<file path="src/bpe_ram.sv">
`timescale 1ns / 1ps
`default_nettype none

module bpe_ram #(
    parameter int WIDTH = 32,
    parameter int DEPTH = 8
) (
    input  wire logic                     i_clk,
    input  wire logic                     i_we,
    input  wire logic [$clog2(DEPTH)-1:0] i_waddr,
    input  wire logic [WIDTH-1:0]         i_wdata,
    input  wire logic                     i_re,
    input  wire logic [$clog2(DEPTH)-1:0] i_raddr,
    output logic      [WIDTH-1:0]         o_rdata
);

    logic [WIDTH-1:0] r_mem [DEPTH];

    always_ff @(posedge i_clk) begin
        if (i_we) begin
            r_mem[i_waddr] <= i_wdata;
        end
        if (i_re) begin
            o_rdata <= r_mem[i_raddr];
        end
    end

endmodule

`default_nettype wire

</file>
<file path="config.mk">
export PLATFORM = sky130hd
export DESIGN_NAME = bpe_ram
export DESIGN_NICKNAME = d
export VERILOG_FILES = /design/src/bpe_ram.sv
export SDC_FILE = /design/constraint.sdc
export NUM_CORES = 1
export LEC_CHECK = 0
export BUFFER_PORTS_ARGS = -buffer_cell sky130_fd_sc_hd__buf_2
export CORE_AREA = 2 2 145 147
export DETAILED_ROUTE_END_ITERATION = 8
export DIE_AREA = 0 0 147 149
export MAX_ROUTING_LAYER = met4
export PLACE_DENSITY = 0.74
export SLEW_MARGIN = 5
export SYNTH_ARGS = -nofsm -noshare
export SYNTH_HDL_FRONTEND = slang
export SYNTH_SLANG_ARGS = --single-unit
</file>
<file path="constraint.sdc">
create_clock -name i_clk -period 3.3 [get_ports i_clk]
set_input_delay 0.495 -clock i_clk [delete_from_list [all_inputs] [get_ports i_clk]]
set_output_delay 0.495 -clock i_clk [all_outputs]
set_load 0.05 [all_outputs]
</file>
## Yosys cells after proc, flatten, opt, wreduce, memory -nomap -nowiden

Memories as Yosys holds them, arrays and structs flattened. A register that Yosys moved wholly into a read port is not among the register bits.
Cells that the tools add are included.

| storage, ports and cells | value |
|---|---|
| register bits after elaboration | 0 |
| RAM bits | 256 |
| input bits | 41 |
| output and inout bits | 32 |
| word-level logic and storage cells | 3 |
| memories | 1 |

Memory list:

| memory | words | bits a word | read ports | clocked after Yosys merged registers in | wr ports | line | source |
|---|---|---|---|---|---|---|---|
| r_mem | 8 | 32 | 1 | 1 | 1 | 17 | `logic [WIDTH-1:0] r_mem [DEPTH];` |

| cells by class | value |
|---|---|
| muxes and demuxes | 2 |

Operators by type and width:

| operator | count |
|---|---|
| $mux 1 | 2 |

## Logic depth before layout (Yosys ltp)

Gate-level depths: netlist of run 1.

| logic depth | value |
|---|---|
| word-level depth | 2 |
| gate-level depth with buffers | 4 |
| gate-level depth less buffers | 2 |

## Worst setup path before layout of run 1

OpenSTA, ideal clock, no wires.

| timing | value |
|---|---|
| path type | input-to-reg |
| start | input i_waddr[2] |
| end | memory r_mem[0][0] (enable) |
| library setup time | 0.461 ns |
| arrival time | 2.881 ns |
| required time | 2.839 ns |
| slack | -0.042 ns |
| stages | 2 |
| path buffers | 0 |
| path through | nand2b_1 > nor3_1 |

RTL lines:

| element | line | source |
|---|---|---|
| start: declaration | 10 | `input wire logic [$clog2(DEPTH)-1:0] i_waddr,` |
| end: declaration | 17 |  |

No word-level cell before the write port.

==> qor.yml, run 1 <==
synth_cells: 415
clk_pin_slew_ns: 0.06
p_leak_nw: 4.18
r2r_cells: 2
nFillCells: 1405
avgSynthCellArea_um2: 26.0
via_count: 4642
via_per_inst: 5.75
yosys_warnings: 0
fin_crit_sh_pct: 52.8
ff_latch_area_um2: 8650
rsz0062_at_grt: "false"
root_buffer: "clkbuf_16"
end_kind: "flop"
stdcell_area_um2: 12500
ant_nets: 0
drive_gt1_share_pct: 36.0
ctsHoldBuffers: 0
syn-num-nets: 456
endpoint: "o_rdata[12]"
io_pins: 73
grt_busiest_layer: "met2"
clock_latency_ns: 0.53
worst-setup-path-type: "primary input to flop"
hpwl_mm: 10.4
setup_viol: 0
final_common_cell: "edfxtp_1"
powerDensity_nw_per_um2: 629
use_met1_pct: 24.2
cts.sinks: 288
chipHeight_um: 149
ys_seq_area_share_pct: 80.2
ir_worst_vdd_uv: 438
antenna_found_initial: 1
setup_tns_ns: 0
fin_ws_ns: 1.56
portBuffers: 72
dr.pass1.iters: 6
r2r_slack_ns: 1.85
use_met2_pct: 31.8
cp_max_fo: 21
min-delay-path-class: "primary input to flop"
fin_crit_ns: 1.74
slew_violations: 0
die-area_um2: 21900
worst_slew_pin_slew_ns: 1.08
final_util_pct: 61.0
syn_area_um2: 10800
overflow: 0
cpMaxStageDelayCell: "mux4_1"
r2r-end: "o_rdata[12]"
rows: 53
cp_num_buf_inv: 2
htree_num_levels: 1
fin_cells: 807
cp_common_cell: "buf_4"
slew-limit-headroom_pct: 28.2
crit_cells: 4
grt_max_degree: 44
cts-buffers-inserted: 28
r2r_start: "r_mem[2][12]"
grt_usage_pct: 18.7
cap_violations: 0
placed_cell_area_um2: 11600
finClkSkew_ns: 0.0111
whs_ns: 0.227
worstSetupStartpointType: "primary input"
grt_pass1_vias: 4899
fmax_mhz: 574
cts_tree: "done"
wl_mm: 19.2
multi_input_area_um2: 2070
worstPathRequired_ns: 3.59
routedWlPerCell_um: 23.8
dr.first_iter.drc_count: 270
dp.cells: 759
status: "finished, final reports clean"
max_stage_delay_ns: 0.63
finalPower_mw: 7.88
synth_seq_cells: 288
die_w_um: 147
final_cell_mix: "edfxtp_1 (288), buf_2 (71), mux4_1 (40)"
gr-usage-met3_pct: 2.87
critPathArrivalTime_ns: 2.03
dp_slack_ns: 0.993
fin_nets: 555
startpoint: "i_raddr[0]"
cts_setup_buffers: 0
clockBufferDepth: 3
initial_core_util_pct: 52.5
gp_congestion: 0.744
path_cells: "buf_4, buf_4, mux4_1, mux2_2"
cts_resized: 0
cpLargestDelayFamily: "multiplexers"
syn_to_final_growth_pct: 16.2
drc: 0
core_um2: 20600
grt_pass1_wl_mm: 29.4
synth_cell_types: 12
final-hold-violation-count: 0
-- routing by layer --
metal	vias up	wire, um
met5	-	0
met4	0	308
met3	26	847
met2	116	10100
met1	2485	7970
li1	2015	-
-- worst min-delay path by stage --
stage,start,end,cells past startpoint
CTS,i_wdata[7],r_mem[1][7],1
floorplan,i_wdata[0],r_mem[0][0],0
detailed placement,r_mem[5][20],o_rdata[20],2
global route,i_wdata[5],r_mem[5][5],1
finish,i_wdata[7],r_mem[1][7],1
global placement,r_mem[7][15],o_rdata[15],2
-- registers in the layout (all words and copies together) (netlist names) --
name / cells
o_rdata: 32
r_mem: 256
-- cells in the mapped netlist --
master,n,area [um2]
mux4_2,24,541
mux2_2,32,360
nand2_1,2,7.51
buf_6,7,78.8
nor3_1,2,10.0
edfxtp_1,288,8650
buf_2,6,30.0
nor2_1,6,22.5
buf_1,4,15.0
clkbuf_1,1,3.75
nand2b_1,3,18.8
mux4_1,40,1050
-- power by group --
part / total [mW] / switching (mW) / internal [mW]
Clock: 3.18 / 1.27 / 1.91
Sequential: 4.21 / 0.0345 / 4.18
Combinational: 0.486 / 0.305 / 0.181
Total: 7.88 / 1.61 / 6.27
-- final cells by class --
type / count / area share, %
clock buffers: 33 / 5.91
multi-input cells: 109 / 16.5
repair buffers: 87 / 4.29
flip-flops and latches: 288 / 69.0
clock inverters: 14 / 1.50
well taps: 275 / 2.75
diodes: 1 / 0.0200
-- cells by family after synthesis --
kind of cell	share of synthesized area [%]
buffers and inverters	1.18
muxes	18.1
DFF	80.2
and+or+nand+nor	0.545
No activity file was read; power rests on OpenSTA's default activity.
==> inputs of run 2 (changes only) <==
CORE_AREA = 2 2 140 142   (was 2 2 145 147)
DIE_AREA = 0 0 142 144   (was 0 0 147 149)
PLACE_DENSITY = 0.76   (was 0.74)
clock period = 1.8 ns   (was 3.3 ns; I/O delays follow)
==> qor.yml, run 2 (synthesis gave the netlist of run 1 again) <==
cpMaxStageDelayCell: "edfxtp_1"
die-area_um2: 20400  # -6.6%
top_register: "r_mem"
final_common_cell: "edfxtp_1"
status: "finished, final reports clean"
via_count: 4704  # +1.3%
multi_input_area_um2: 2080  # +0.30%
antenna_found_initial: 0  # -1
n_antenna_cell: 0  # -1
grt_max_degree: 39  # -11%
finClkSkew_ns: 0.0139  # +0.00273 ns
critPathArrivalTime_ns: 1.23  # -0.80 ns
powerDensity_nw_per_um2: 1120  # +78%
rsz0062_at_grt: "false"
clock_latency_ns: 0.53  # about the same
clockBufferDepth: 3  # unchanged
cp_max_fo: 1  # -95%
worstPathRequired_ns: 1.53  # -2.06 ns
worst_slew_pin_slew_ns: 0.420  # -0.657 ns
p_leak_nw: 4.36  # +4.3%
dp_slack_ns: -0.00439  # -0.997 ns
rows: 51  # -3.8%
cpLargestDelayFamily: "flip-flops"
r2r-end: "o_rdata[21]"
overflow: 0  # unchanged
dr.pass1.iters: 4  # -2
r2r_cells: 2  # unchanged
portBuffers: 72  # unchanged
slew-limit-headroom_pct: 72.0  # +44 points
r2r_start: "r_mem[3][21]"
slew_violations: 0  # unchanged
final-hold-violation-count: 0  # unchanged
gp_congestion: 0.719  # -3.4%
cap_violations: 0  # unchanged
max_stage_delay_ns: 0.41  # -0.22 ns
stdcell_area_um2: 12900  # +2.7%
final_cell_mix: "edfxtp_1 (288), buf_2 (71), mux4_1 (40)"
cts.sinks: 288  # unchanged
syn_to_final_growth_pct: 19.3
via_per_inst: 5.86  # +1.8%
top_regs: "r_mem (256), o_rdata (32)"
cts-buffers-inserted: 28  # unchanged
worstSetupStartpointType: "flop"
fin_nets: 584  # +5.2%
fin_crit_sh_pct: 83.1
startpoint: "o_rdata[6]"
drc: 0  # unchanged
cp_num_buf_inv: 1  # -1
chipHeight_um: 144  # -3.4%
initial_core_util_pct: 56.5  # +4.1 points
io_pins: 73  # unchanged
grt_pass1_vias: 4912  # +0.27%
ant_nets: 0  # unchanged
nFillCells: 1147  # -18%
ff_latch_area_um2: 8650  # unchanged
wl_mm: 19.3  # +0.60%
endpoint: "o_rdata[6]"
hpwl_mm: 10.6  # +2.4%
fin_ws_ns: 0.305  # -1.25 ns
setup_viol: 0  # unchanged
htree_num_levels: 1  # unchanged
clk_pin_slew_ns: 0.06  # about the same
r2r_slack_ns: 0.36  # -1.49 ns
drive_gt1_share_pct: 35.8  # -0.22 points
core_um2: 19100  # -7.2%
end_kind: "primary output"
fin_crit_ns: 1.50
ir_worst_vdd_uv: 978  # +120%
whs_ns: 0.0166  # -0.210 ns
cts_tree: "done"
worst-setup-path-type: "flop to primary output"
path_cells: "buf_2"
placed_cell_area_um2: 11800  # +1.6%
min-delay-path-class: "primary input to flop"
setup_tns_ns: 0  # unchanged
finalPower_mw: 14.4  # +83%
dr.first_iter.drc_count: 364  # +35%
die_w_um: 142  # -3.4%
cts_setup_buffers: 0  # unchanged
routedWlPerCell_um: 24.1  # +1.1%
largest_reg_flops: 256  # unchanged
grt_pass1_wl_mm: 29.4  # about the same
grt_usage_pct: 20.3  # +1.5 points
root_buffer: "clkbuf_16"
fmax_mhz: 669
crit_cells: 1  # -3
[run 2: cell count changes in the layout (fill, tap and decap cells not counted), sizes merged]
cell,delta
bufinv,-1
clkinv,+7
clkbuf,+1
dlygate4sd3,+18
buf,+11
clkinvlp,-2
diode,-1
[run 2: through the flow]
step / utilization [%] / instances
final: 67.5 / 803
after global routing: 67.5 / 803
after CTS: 67.5 / 803
after detailed placement: 61.8 / 733
after global placement: 61.8 / 733
after floorplan: - / 415
[run 2: worst register-to-register path, stage by stage (launching register included)]
cell	delay, ns
edfxtp_1	0.39
mux4_1	0.50
mux2_2	0.29
[run 2: worst min-delay path by stage]
stage                      startpoint      endpoint  slack [ns]  cells after the start
after floorplan            i_wdata[0]   r_mem[0][0]        0.37                      0
after global routing      i_wdata[14]  r_mem[3][14]        0.01                      1
after global placement     i_wdata[4]   r_mem[7][4]        0.52                      1
final                     i_wdata[27]  r_mem[7][27]        0.02                      1
after CTS                 i_wdata[10]  r_mem[0][10]       0.001                      1
after detailed placement   i_wdata[8]   r_mem[0][8]        0.54                      1
[run 2: metal layers]
metal,wire (um),track usage (%)
met5,0,-
met4,342,4.95
met3,1100,2.88
met2,9730,32.5
met1,8180,28.3
[run 2: area by class of cell]
| cell class | count | area share (%) |
|---|---|---|
| Clock buffer | 34 | 5.78 |
| Clock inverter | 18 | 1.28 |
| Multi-Input combinational cell | 109 | 16.1 |
| Sequential cell | 288 | 67.2 |
| Tap cell | 238 | 2.31 |
| Timing Repair Buffer | 116 | 7.29 |
[run 2: where the power goes]
part	internal (mW)	leakage [nW]	switching, mW
clock	3.36	0.441	2.36
combinational	0.396	1.28	0.570
sequential	7.66	2.64	0.0654
total	11.4	4.36	2.99
[run 2: repair_timing]
item                                   CTS  global route
resized for setup                        0             0
endpoints found under the hold margin  113             0
hold buffers                            18             0
setup endpoints to repair                0             0
